### src/hdl/hsd_pkg.sv
// Shared types, constants and decode functions for the Hamming (7,4) stream decoder.
package hsd_pkg;

    localparam int HSD_CW_BITS          = 7;
    localparam int HSD_GATHER_BITS      = 6;
    localparam int HSD_ERROR_COUNT_BITS = 32;
    localparam int HSD_QUEUE_DEPTH      = 2;
    localparam int HSD_TOTAL_BITS       = 32;

    // One input beat after bit gathering: one or two whole codewords, or an end marker.
    typedef struct packed {
        logic [HSD_CW_BITS-1:0] cw0;
        logic [HSD_CW_BITS-1:0] cw1;
        logic                   two;
        logic                   is_end;
    } t_work;

    typedef struct packed {
        logic [7:0]                out_byte;
        logic [HSD_TOTAL_BITS-1:0] error_total;
        logic                      is_summary;
    } t_result;

    // Column j of the parity matrix is j+1; c0 sits in the codeword MSB.
    function automatic logic [2:0] hsd_syndrome(input logic [HSD_CW_BITS-1:0] cw);
        logic [2:0] s;
        s = 3'd0;
        for (int j = 0; j < HSD_CW_BITS; j++) begin
            if (cw[HSD_CW_BITS-1-j]) begin
                s = s ^ 3'(j + 1);
            end
        end
        return s;
    endfunction

    // Syndromes 1 to 4 point at a data bit; the rest leave the data alone.
    function automatic logic [3:0] hsd_correct(input logic [HSD_CW_BITS-1:0] cw);
        logic [2:0] s;
        logic [3:0] nib;
        s   = hsd_syndrome(cw);
        nib = cw[6:3];
        case (s)
            3'd1:    nib = nib ^ 4'b1000;
            3'd2:    nib = nib ^ 4'b0100;
            3'd3:    nib = nib ^ 4'b0010;
            3'd4:    nib = nib ^ 4'b0001;
            default: nib = nib;
        endcase
        return nib;
    endfunction

endpackage

### src/hdl/hsd_fifo.sv
// Small synchronous queue with combinational read of the head entry.
module hsd_fifo #(
    parameter int WIDTH = 16,
    parameter int DEPTH = 2
) (
    input  logic             i_clk,
    input  logic             i_rst_n,
    input  logic             i_push,
    input  logic [WIDTH-1:0] i_data,
    output logic             o_full,
    input  logic             i_pop,
    output logic [WIDTH-1:0] o_data,
    output logic             o_empty
);
    localparam int PTR_W = (DEPTH > 2) ? $clog2(DEPTH) : 1;
    localparam int CNT_W = $clog2(DEPTH + 1);

    logic [WIDTH-1:0] r_mem [DEPTH];
    logic [PTR_W-1:0] r_wr_ptr, n_wr_ptr;
    logic [PTR_W-1:0] r_rd_ptr, n_rd_ptr;
    logic [CNT_W-1:0] r_count, n_count;

    function automatic logic [PTR_W-1:0] next_ptr(input logic [PTR_W-1:0] p);
        return (p == PTR_W'(DEPTH - 1)) ? '0 : p + PTR_W'(1);
    endfunction

    assign o_full  = (r_count == CNT_W'(DEPTH));
    assign o_empty = (r_count == '0);
    assign o_data  = r_mem[r_rd_ptr];

    always_comb begin
        n_wr_ptr = i_push ? next_ptr(r_wr_ptr) : r_wr_ptr;
        n_rd_ptr = i_pop  ? next_ptr(r_rd_ptr) : r_rd_ptr;
        n_count  = r_count;
        if (i_push && !i_pop) begin
            n_count = r_count + CNT_W'(1);
        end else if (!i_push && i_pop) begin
            n_count = r_count - CNT_W'(1);
        end
    end

    always_ff @(posedge i_clk) begin
        if (i_push) begin
            r_mem[r_wr_ptr] <= i_data;
        end
    end

    always_ff @(posedge i_clk) begin
        if (!i_rst_n) begin
            r_wr_ptr <= '0;
            r_rd_ptr <= '0;
            r_count  <= '0;
        end else begin
            r_wr_ptr <= n_wr_ptr;
            r_rd_ptr <= n_rd_ptr;
            r_count  <= n_count;
        end
    end

    a_no_overflow: assert property (@(posedge i_clk) disable iff (!i_rst_n)
        !(i_push && o_full && !i_pop))
        else $error("queue written while full");

    a_no_underflow: assert property (@(posedge i_clk) disable iff (!i_rst_n)
        !(i_pop && o_empty))
        else $error("queue read while empty");

endmodule

### src/hdl/hsd_front.sv
// Front end: gathers stream bits and cuts whole 7-bit codewords out of each beat.
module hsd_front (
    input  logic          i_clk,
    input  logic          i_rst_n,
    input  logic          i_accept,
    input  logic [7:0]    i_data_byte,
    input  logic          i_end_of_data,
    output hsd_pkg::t_work o_work
);
    import hsd_pkg::*;

    localparam int ALL_BITS = HSD_GATHER_BITS + 8;

    logic [HSD_GATHER_BITS-1:0] r_gather, n_gather;
    logic [2:0]                 r_held, n_held;
    logic [ALL_BITS-1:0]        w_all;
    logic [ALL_BITS-1:0]        w_shifted;
    logic                       w_two;

    assign w_all     = {r_gather, i_data_byte};
    assign w_two     = (r_held == 3'd6);
    // The first codeword starts at the oldest held bit.
    assign w_shifted = w_all >> ({1'b0, r_held} + 4'd1);

    always_comb begin
        o_work.is_end = i_end_of_data;
        o_work.two    = w_two;
        o_work.cw0    = w_two ? w_all[13:7] : w_shifted[HSD_CW_BITS-1:0];
        o_work.cw1    = w_all[6:0];

        n_gather = r_gather;
        n_held   = r_held;
        if (i_accept) begin
            if (i_end_of_data) begin
                n_held = 3'd0;
            end else if (w_two) begin
                n_held = 3'd0;
            end else begin
                // Keep the low bits left over after the codeword.
                n_gather = w_all[HSD_GATHER_BITS-1:0];
                n_held   = r_held + 3'd1;
            end
        end
    end

    always_ff @(posedge i_clk) begin
        if (!i_rst_n) begin
            r_gather <= '0;
            r_held   <= '0;
        end else begin
            r_gather <= n_gather;
            r_held   <= n_held;
        end
    end

    a_held_range: assert property (@(posedge i_clk) disable iff (!i_rst_n)
        r_held <= 3'd6)
        else $error("held bit count out of range");

    a_two_drains: assert property (@(posedge i_clk) disable iff (!i_rst_n)
        (i_accept && !i_end_of_data && r_held == 3'd6) |=> (r_held == 3'd0))
        else $error("two-codeword beat left bits behind");

endmodule

### src/hdl/hsd_back.sv
// Back end: corrects codewords, counts errors, pairs nibbles into result bytes.
module hsd_back #(
    parameter int ERROR_COUNT_BITS = hsd_pkg::HSD_ERROR_COUNT_BITS
) (
    input  logic              i_clk,
    input  logic              i_rst_n,
    input  hsd_pkg::t_work    i_work,
    input  logic              i_work_valid,
    output logic              o_work_pop,
    input  logic              i_res_full,
    output logic              o_res_push,
    output hsd_pkg::t_result  o_res
);
    import hsd_pkg::*;

    localparam int CNT_W = ERROR_COUNT_BITS;

    logic [CNT_W-1:0] r_cnt, n_cnt;
    logic [3:0]       r_held_nib, n_held_nib;
    logic             r_nib_wait, n_nib_wait;

    logic             w_go;
    logic [3:0]       w_nib0, w_nib1;
    logic             w_err0, w_err1;
    logic [1:0]       w_inc;
    logic [CNT_W:0]   w_sum;
    logic [CNT_W-1:0] w_cnt_sat;
    logic [63:0]      w_total_src;

    assign w_go       = i_work_valid && !i_res_full;
    assign o_work_pop = w_go;

    assign w_nib0 = hsd_correct(i_work.cw0);
    assign w_nib1 = hsd_correct(i_work.cw1);
    assign w_err0 = (hsd_syndrome(i_work.cw0) != 3'd0);
    assign w_err1 = i_work.two && (hsd_syndrome(i_work.cw1) != 3'd0);
    assign w_inc  = {1'b0, w_err0} + {1'b0, w_err1};

    // Saturate at all ones.
    assign w_sum     = {1'b0, r_cnt} + (CNT_W+1)'(w_inc);
    assign w_cnt_sat = w_sum[CNT_W] ? '1 : w_sum[CNT_W-1:0];

    always_comb begin
        n_cnt      = r_cnt;
        n_held_nib = r_held_nib;
        n_nib_wait = r_nib_wait;
        o_res_push = 1'b0;
        o_res.out_byte   = 8'd0;
        o_res.is_summary = 1'b0;
        w_total_src      = 64'(r_cnt);

        if (w_go) begin
            if (i_work.is_end) begin
                // Emit the summary beat, drop leftovers and clear.
                o_res_push       = 1'b1;
                o_res.is_summary = 1'b1;
                n_cnt      = '0;
                n_held_nib = 4'd0;
                n_nib_wait = 1'b0;
            end else begin
                n_cnt       = w_cnt_sat;
                w_total_src = 64'(w_cnt_sat);
                if (i_work.two) begin
                    o_res_push = 1'b1;
                    if (r_nib_wait) begin
                        o_res.out_byte = {r_held_nib, w_nib0};
                        n_held_nib     = w_nib1;
                        n_nib_wait     = 1'b1;
                    end else begin
                        o_res.out_byte = {w_nib0, w_nib1};
                        n_nib_wait     = 1'b0;
                    end
                end else if (r_nib_wait) begin
                    o_res_push     = 1'b1;
                    o_res.out_byte = {r_held_nib, w_nib0};
                    n_nib_wait     = 1'b0;
                end else begin
                    n_held_nib = w_nib0;
                    n_nib_wait = 1'b1;
                end
            end
        end
        o_res.error_total = w_total_src[HSD_TOTAL_BITS-1:0];
    end

    always_ff @(posedge i_clk) begin
        if (!i_rst_n) begin
            r_cnt      <= '0;
            r_held_nib <= '0;
            r_nib_wait <= 1'b0;
        end else begin
            r_cnt      <= n_cnt;
            r_held_nib <= n_held_nib;
            r_nib_wait <= n_nib_wait;
        end
    end

    a_end_clears: assert property (@(posedge i_clk) disable iff (!i_rst_n)
        (w_go && i_work.is_end) |=> (r_cnt == '0 && !r_nib_wait))
        else $error("end marker did not clear state");

    a_clean_keeps_count: assert property (@(posedge i_clk) disable iff (!i_rst_n)
        (w_go && !i_work.is_end && w_inc == 2'd0) |=> (r_cnt == $past(r_cnt)))
        else $error("error count moved on clean codewords");

    a_pair_emits: assert property (@(posedge i_clk) disable iff (!i_rst_n)
        (w_go && !i_work.is_end && (i_work.two || r_nib_wait)) |-> o_res_push)
        else $error("completed byte not emitted");

endmodule

### src/hdl/hamming_7_4_stream_decoder_unit.sv
// Top level of the Hamming (7,4) stream decoder with single-error correction.
//
// Input side is a queue: drive i_data_byte / i_end_of_data with push; a beat
// is taken at a rising edge with push high and full low. Result side is a
// queue too: while empty is low the oldest result sits on o_out_byte,
// o_error_total and o_is_summary, and it leaves at an edge with pop high.
// Each data byte carries one or two 7-bit codewords (MSB first); a result
// byte appears once two corrected nibbles are paired. An end-of-data beat
// yields a summary result with the error total and clears all state.
// Throughput is one input beat per cycle while the receiver keeps popping
// results; the back end decodes up to two codewords and updates the error
// counter for each work beat. An accepted beat enters the work queue at the
// accepting edge; the back end takes it from that queue's head while the
// result queue has room and writes its result, if any, into the result queue.
// Synchronous active-low reset empties both queues and clears the bit gather,
// nibble pairing and error counter. When the receiver stalls the result queue
// fills, the back end holds, the work queue fills and full rises.
module hamming_7_4_stream_decoder_unit #(
    parameter int ERROR_COUNT_BITS = hsd_pkg::HSD_ERROR_COUNT_BITS,
    parameter int QUEUE_DEPTH      = hsd_pkg::HSD_QUEUE_DEPTH
) (
    input  logic        i_clk,
    input  logic        i_rst_n,
    input  logic        push,
    output logic        full,
    input  logic [7:0]  i_data_byte,
    input  logic        i_end_of_data,
    output logic        empty,
    input  logic        pop,
    output logic [7:0]  o_out_byte,
    output logic [hsd_pkg::HSD_TOTAL_BITS-1:0] o_error_total,
    output logic        o_is_summary
);
    import hsd_pkg::*;

    localparam int WORK_W = $bits(t_work);
    localparam int RES_W  = $bits(t_result);

    logic    accept;
    t_work   front_work;
    t_work   queued_work;
    logic    work_empty;
    logic    work_pop;
    logic    res_full;
    logic    res_push;
    t_result back_res;
    t_result head_res;

    assign accept = push && !full;

    hsd_front u_front (
        .i_clk        (i_clk),
        .i_rst_n      (i_rst_n),
        .i_accept     (accept),
        .i_data_byte  (i_data_byte),
        .i_end_of_data(i_end_of_data),
        .o_work       (front_work)
    );

    hsd_fifo #(
        .WIDTH(WORK_W),
        .DEPTH(QUEUE_DEPTH)
    ) u_work_q (
        .i_clk  (i_clk),
        .i_rst_n(i_rst_n),
        .i_push (accept),
        .i_data (front_work),
        .o_full (full),
        .i_pop  (work_pop),
        .o_data (queued_work),
        .o_empty(work_empty)
    );

    hsd_back #(
        .ERROR_COUNT_BITS(ERROR_COUNT_BITS)
    ) u_back (
        .i_clk       (i_clk),
        .i_rst_n     (i_rst_n),
        .i_work      (queued_work),
        .i_work_valid(!work_empty),
        .o_work_pop  (work_pop),
        .i_res_full  (res_full),
        .o_res_push  (res_push),
        .o_res       (back_res)
    );

    hsd_fifo #(
        .WIDTH(RES_W),
        .DEPTH(QUEUE_DEPTH)
    ) u_res_q (
        .i_clk  (i_clk),
        .i_rst_n(i_rst_n),
        .i_push (res_push),
        .i_data (back_res),
        .o_full (res_full),
        .i_pop  (pop && !empty),
        .o_data (head_res),
        .o_empty(empty)
    );

    assign o_out_byte    = head_res.out_byte;
    assign o_error_total = head_res.error_total;
    assign o_is_summary  = head_res.is_summary;

endmodule

### config.mk
export PLATFORM = sky130hd
export DESIGN_NAME = hamming_7_4_stream_decoder_unit
export DESIGN_NICKNAME = d
export VERILOG_FILES = /design/src/hdl/hsd_pkg.sv /design/src/hdl/hsd_fifo.sv /design/src/hdl/hsd_front.sv /design/src/hdl/hsd_back.sv /design/src/hdl/hamming_7_4_stream_decoder_unit.sv
export SDC_FILE = /design/constraint.sdc
export NUM_CORES = 1
export LEC_CHECK = 0
export BUFFER_PORTS_ARGS = -buffer_cell sky130_fd_sc_hd__buf_4
export CAP_MARGIN = 0
export CORE_MARGIN = 8
export CORE_UTILIZATION = 40
export CTS_CLUSTER_SIZE = 8
export DETAILED_ROUTE_END_ITERATION = 16
export PLACE_DENSITY = 0.62
export SKIP_CTS_REPAIR_TIMING = 1
export SYNTH_ARGS = -nofsm -noshare
export SYNTH_HDL_FRONTEND = slang
export SYNTH_SLANG_ARGS = --single-unit
### constraint.sdc
create_clock -name i_clk -period 10.55 [get_ports i_clk]
set_input_delay 1.5825 -clock i_clk [delete_from_list [all_inputs] [get_ports i_clk]]
set_output_delay 1.5825 -clock i_clk [all_outputs]
set_load 0.02 [all_outputs]
==> flow_summary.ini, run 1 <==
[critical_path]
critical_path.max_fanout = 22
critical-path-max-stage-delay_ns = 0.59
worst_setup_ep_type = register
crit_required_ns = 10.78
cp_slowest_cell = sky130_fd_sc_hd__nor2_2
critical_path_arrival_ns = 4.58
crit_path_cell_trace = buf_4 -> mux2i_1 -> xnor2_1 -> nand2_1 -> nor2_1 -> fa_1 -> inv_1 -> ha_1 -> and3_1 -> nand3_1 -> nor2_2 -> nor2_1 -> buf_4 -> a31oi_1
startpoint_type = register
family_with_the_most_delay_on_the_worst_path = simple AND/OR/NAND/NOR gates
critPathKind = reg -> reg
timing.critical_path.buf_inv = 3

[clock_network]
cts-htree-levels = 4
tritoncts.num_buffers = 17
clock_sinks = 170
clock_tree.root_cell = sky130_fd_sc_hd__clkbuf_16
tritoncts = built
ctsLongestPathBuffers = 2
clock_latency_at_the_later_pin_of_the_worst_skew_pair_ns = 0.43
clkTransAtPathRegs_ns = 0.06

[floorplan]
initial_core_util_pct = 40.5
floorplan.rows = 53
floorplan.io_pins = 56
core_area_um2 = 21000
design.die.area_um2 = 26100
floorplan.die.height_um = 162
die_width_um = 162

[place]
place_area_um2 = 9070
buffer_ports.inserted = 55
detailedPlacementHpwl_mm = 11.7
pre_cts_slack_ns = 6.16
routabilityCongestion = 0.833

[synthesis]
synth_top_area_share_pct = 40.3
ys.warnings.count = 0
synth_area_um2 = 8490
syn-instance-count = 772
syn-mean-instance-area_um2 = 11.0
yosysSeqAreaShare_pct = 53.5
synth_compound_gate_area_share_pct = 13.4
synth.ff_latch_count = 170
ys_dominant_reg_cell = sky130_fd_sc_hd__edfxtp_1
synth_top_family_by_area = simple AND/OR/NAND/NOR gates
synth.area.top_cells = sky130_fd_sc_hd__edfxtp_1 (40%), sky130_fd_sc_hd__dfxtp_1 (13%), sky130_fd_sc_hd__mux2_2 (6.6%)
muxShareOfSynthArea_pct = 11.2
post_synth_cell_types = 65
syn-num-nets = 789
xor_xnor_share_of_the_synthesized_area_pct = 4.23
postSynth.asyncResetShare_pct = 0
synth_enable_flop_cells = 114
yosys.area_share.simple_pct = 13.8
synth-adder-area-share_pct = 0.678
synth_largest_area_cell = sky130_fd_sc_hd__edfxtp_1

[power_and_ir_drop]
power.ir.vdd_worst_v = 0.000142
power_report.internal_total_w = 0.00158
power_frac_seq_pct = 38.6
power.switching_fraction_pct = 35.8
netSwitchingPower_w = 0.000885
combPwrFrac_pct = 37.1
clkPwrFrac_pct = 24.3
power_leakage_nw = 3.40
design_power_total_w = 0.00247
power-per-cell-area_nw_per_um2 = 256

[run_status]
outcome = completed

[layout]
area_growth_pct = 13.6
finish.instance_area_um2 = 9640
insertedDiodeCount = 0
final_nets = 822
share_of_cells_above_drive_strength_1_pct = 20.9

[sta]
final_max_tran_viols = 0
timing.final.crit_share_pct = 41.2
fmax_ghz = 0.230
worst_slew_pin_slew_ns = 1.09
setup_ws_ns = 6.20
fin_worst_skew_ns = 0.00960
final_hold_viol_count = 0
setup_total_negative_slack_ns = 0
total_of_endpoints_with_negative_setup_slack_in_the_final_report = 0
final_period_minus_worst_setup_slack_ns = 4.35
slew-limit-headroom_pct = 27.1
rsz_0062_raised_after_global_routing = false

[detailed_routing]
route.detailed.drc = 0
totalWireLength_mm = 18.0
detailedRoute.firstIterationViolations = 298
drt_pass1_iterations = 5
post_dr_wirelength_cell_um = 16.5
detailroute.via_count = 5911
ant_nets = 0
detail_route.vias_per_cell = 5.41

[grt]
grt_start_max_net_pins = 59
gr-max-usage-layer = met2
met3_routing_resource_usage_after_global_routing_pct = 3.37
track_usage_pct = 13.8
globalRoute.totalOverflow = 0
groute.layer.met1.usage_pct = 17.3
grtUsageMet2_pct = 23.3
grt_first_pass_wirelength_mm = 29.2
first_global_vias = 5706
grt_antenna_before_repair = 0

[min_path]
min_from = u_back.r_held_nib[1]
hold_path_class = reg -> reg

[run]
cap_violations = 0
routing by layer:
layer,part of all wire [%],wire length [um],up-vias
met1,45,8160,2842
met2,49,8770,132
met3,4.8,863,19
met5,0,0,-
li1,-,-,2918
met4,1.2,210,0
cell type report:
type / instances / area (um2)
multi-input cells: 545 / 3690
repair buffers: 62 / 465
clock buffers: 18 / 429
clock inverters: 14 / 135
inverters: 9 / 33.8
well taps: 275 / 344
flip-flops and latches: 170 / 4550
fillers: 1968 / 11300
through the flow:
| step | util (%) | hold WS, ns | std cells |
|---|---|---|---|
| 6_report | 46.0 | 0.504 | 1093 |
| 5_1_grt | 46.0 | 0.529 | 1093 |
| 4_1_cts | 46.0 | 0.495 | 1093 |
| 3_5_place_dp | 43.3 | 0.475 | 1061 |
| 3_3_place_gp | 43.3 | 0.488 | 1061 |
| 2_1_floorplan | - | 0.453 | 772 |
worst min-delay path: stages (launching register included):
cell,delay (ns)
sky130_fd_sc_hd__dfxtp_1,0.34
sky130_fd_sc_hd__nand3_1,0.07
sky130_fd_sc_hd__o221ai_1,0.07
final timing paths:
path | to | slack [ns] | cells after the start
worst max register to register | u_res_q.r_mem[0][9] | 6.20 | 14
worst max-delay path | u_res_q.r_mem[0][9] | 6.20 | 14
worst min-delay path | u_back.r_held_nib[1] | 0.50 | 2
worst min register to register | u_back.r_held_nib[1] | 0.50 | 2
cell usage after synthesis (18+ instances only):
master / instances
sky130_fd_sc_hd__edfxtp_1: 114
sky130_fd_sc_hd__a21oi_1: 69
sky130_fd_sc_hd__dfxtp_1: 56
sky130_fd_sc_hd__nand2_1: 56
sky130_fd_sc_hd__o21ai_0: 53
sky130_fd_sc_hd__mux2_2: 50
sky130_fd_sc_hd__nor2_1: 50
sky130_fd_sc_hd__mux2i_1: 32
sky130_fd_sc_hd__xor2_1: 22
sky130_fd_sc_hd__clkbuf_1: 20
sky130_fd_sc_hd__xnor2_1: 19
sky130_fd_sc_hd__nor2b_1: 18
state kept, by name (all words and copies together) (netlist names), named ones only:
name,count
u_back.r_cnt,32
u_back.r_held_nib,4
u_back.r_nib_wait,1
u_front.r_gather,6
u_front.r_held,3
u_res_q.r_count,2
u_res_q.r_mem,82
u_res_q.r_rd_ptr,1
u_res_q.r_wr_ptr,1
u_work_q.r_count,2
u_work_q.r_mem,32
u_work_q.r_rd_ptr,1
u_work_q.r_wr_ptr,1
cell families (layout without fill, tap and decap cells):
group,after synthesis,in the layout
and+or+nand+nor,218,218
buffers and inverters,57,103
adders and majority gates,4,4
DFF,170,170
muxes,86,86
xor gates and xnor gates,41,41
AOI/OAI and AO/OA,196,196
cell usage in the layout (no fill, tap or decap), drive strengths merged, types with 7 or more instances in the layout:
cell and instances:
nor3b 7, a21oi 69, nand4 7, mux2i 34
nand2 58, inv 14, xnor2 19, o21ai 67
a21boi 8, buf 62, dfxtp 56, nor2b 18
xor2 22, nor2 52, nand3 18, mux2 51
a22oi 10, nor3 7, and3 14, clkbuf 18
a31oi 15, and2 12, edfxtp 114
power by group through the flow:
| stage | Clock, W | Sequential (W) | Combinational [W] |
|---|---|---|---|
| floorplan | 0 | 0.000929 | 0.000664 |
| global placement | 0 | 0.000964 | 0.000923 |
| detailed placement | 0 | 0.000969 | 0.000927 |
| CTS | 0.000613 | 0.000955 | 0.000931 |
| global route | 0.000641 | 0.000970 | 0.000996 |
| finish | 0.000601 | 0.000952 | 0.000916 |
No activity file was read; power rests on OpenSTA's default activity.
==> run 2, diff against run 1 <==
PLACE_DENSITY = 0.64   (was 0.62)
clock period = 3.9 ns   (was 10.55 ns; I/O delays follow)
==> run 2 against run 1 <==
Against the previous run: via count up 0.80%; power rose to 2.7 times the previous value; clock power rose to 2.7 times the previous value; worst setup slack got worse by 5.9 ns; clock skew rose by 0.0023 ns; non-clock buffer count is 8 higher; critical endpoint is now u_res_q.r_mem[0][32]; highest routed layer unchanged.
==> flow_summary.ini, run 2 (synthesized netlist as in run 1, its figures left out) <==
[layout]
area_growth_pct = 14.7
most_common_cell_after_layout_fill_and_taps_aside = sky130_fd_sc_hd__edfxtp_1
share_of_cells_above_drive_strength_1_pct = 21.4
post_layout_nonfiller_instances = 1101
most-common-layout-cells = sky130_fd_sc_hd__edfxtp_1 (114), sky130_fd_sc_hd__a21oi_1 (69), sky130_fd_sc_hd__buf_4 (68)
insertedDiodeCount = 0
finish.instance_area_um2 = 9740
max_flop_register = u_res_q.r_mem
top_regs = u_res_q.r_mem x82, u_back.r_cnt x32, u_work_q.r_mem x32
final_nets = 830
largest_register_ffs = 82

[grt]
first_global_vias = 5639
grt_start_max_net_pins = 59
globalRoute.totalOverflow = 0
grt_first_pass_wirelength_mm = 29.3
track_usage_pct = 13.9
grt_antenna_before_repair = 0

[floorplan]
floorplan.rows = 53
floorplan.io_pins = 56
initial_core_util_pct = 40.5
design.die.area_um2 = 26100
core_area_um2 = 21000
die_width_um = 162
floorplan.die.height_um = 162

[sta]
fmax_ghz = 0.275
fin_worst_skew_ns = 0.0119
worst_slew_pin_slew_ns = 1.05
final_hold_viol_count = 0
timing.final.crit_share_pct = 93.3
rsz_0062_raised_after_global_routing = false
final_period_minus_worst_setup_slack_ns = 3.64
total_of_endpoints_with_negative_setup_slack_in_the_final_report = 0
setup_total_negative_slack_ns = 0
slew-limit-headroom_pct = 30.2
final_max_tran_viols = 0
worst_hold_slack_ns = 0.358

[detailed_routing]
drt_pass1_iterations = 7
ant_nets = 0
post_dr_wirelength_cell_um = 16.2
detail_route.vias_per_cell = 5.41
detailedRoute.firstIterationViolations = 381
detailroute.via_count = 5958
route.detailed.drc = 0
totalWireLength_mm = 17.8

[clock_network]
tritoncts.num_buffers = 17
tritoncts = built
clock_tree.root_cell = sky130_fd_sc_hd__clkbuf_16
clock_latency_at_the_later_pin_of_the_worst_skew_pair_ns = 0.43
ctsLongestPathBuffers = 2
cts-htree-levels = 4
clock_sinks = 170
clkTransAtPathRegs_ns = 0.07

[place]
routabilityCongestion = 0.856
placed_cells = 1069
place_area_um2 = 9160
buffer_ports.inserted = 55
detailedPlacementHpwl_mm = 11.6

[power_and_ir_drop]
power_frac_seq_pct = 38.3
combPwrFrac_pct = 37.2
power_report.internal_total_w = 0.00437
netSwitchingPower_w = 0.00235
clkPwrFrac_pct = 24.5
power_leakage_nw = 3.45
power.ir.vdd_worst_v = 0.000369
power-per-cell-area_nw_per_um2 = 690
power.switching_fraction_pct = 34.9

[critical_path]
critical-path-max-stage-delay_ns = 0.46
crit_path_cell_trace = buf_12 -> mux2i_1 -> xnor2_1 -> nand2_1 -> nor2_1 -> fa_1 -> and4b_1 -> and3_1 -> and3_1 -> nand3_1 -> nor2_1 -> mux2_2
cp_slowest_cell = sky130_fd_sc_hd__fa_1
family_with_the_most_delay_on_the_worst_path = simple AND/OR/NAND/NOR gates
crit_required_ns = 4.08
worst_setup_ep_type = register
critical_path_arrival_ns = 3.82
startpoint_type = register
timing.critical_path.buf_inv = 1
critPathKind = reg -> reg
critical_path.max_fanout = 22

[run]
cap_violations = 0

[run_status]
outcome = completed

[min_path]
hold_path_class = in -> reg
==> run 2: changes by cell type in the layout (fill, tap and decap cells not counted), moves of 2 or more <==
cell	previous run	this run
sky130_fd_sc_hd__buf_12	0	2
sky130_fd_sc_hd__buf_4	62	68
sky130_fd_sc_hd__clkbuf_1	1	4
sky130_fd_sc_hd__clkbuf_8	0	2
sky130_fd_sc_hd__clkinv_2	3	1
sky130_fd_sc_hd__inv_6	4	2
sky130_fd_sc_hd__inv_8	2	0
==> run 2: worst paths after layout <==
path                                      startpoint                    to  slack, ns  depth (start not counted)
worst max-delay path                        register  u_res_q.r_mem[0][32]       0.26                         12
worst min-delay path                  i_data_byte[0]  u_work_q.r_mem[1][2]       0.36                          1
worst max register to register              register  u_res_q.r_mem[0][32]       0.26                         12
worst min register to register  u_back.r_held_nib[3]  u_back.r_held_nib[3]       0.50                          2
==> run 2: metal layers <==
| metal | vias up | wire (um) | GRT usage [%] |
|---|---|---|---|
| met1 | 2835 | 7830 | 17.8 |
| met4 | 0 | 278 | 5.09 |
| met5 | - | 0 | 0 |
| met3 | 24 | 1140 | 3.32 |
| met2 | 168 | 8600 | 22.4 |
| li1 | 2931 | - | - |
==> run 2: power groups by stage <==
stage | clock network (W) | logic, W | registers [W]
2_1_floorplan | 0 | 0.00180 | 0.00251
3_3_place_gp | 0 | 0.00253 | 0.00261
3_5_place_dp | 0 | 0.00254 | 0.00262
4_1_cts | 0.00168 | 0.00255 | 0.00259
5_1_grt | 0.00175 | 0.00273 | 0.00263
6_report | 0.00165 | 0.00250 | 0.00258
==> run 2: area by class of cell <==
type / count / area, um2
timing repair buffer: 70 / 551
clock buffer: 24 / 493
inverter: 9 / 33.8
multi-input combinational: 545 / 3690
sequential: 170 / 4550
tap: 275 / 344
clock inverter: 8 / 82.6
fill: 1994 / 11200
==> run 2: stage by stage <==
stage,util [%],total power (W),worst slack (ns)
2_1_floorplan,-,0.00431,0.368
3_3_place_gp,43.7,0.00514,0.323
3_5_place_dp,43.7,0.00516,0.245
4_1_cts,46.5,0.00682,0.229
5_1_grt,46.5,0.00711,0.00286
6_report,46.5,0.00672,0.262
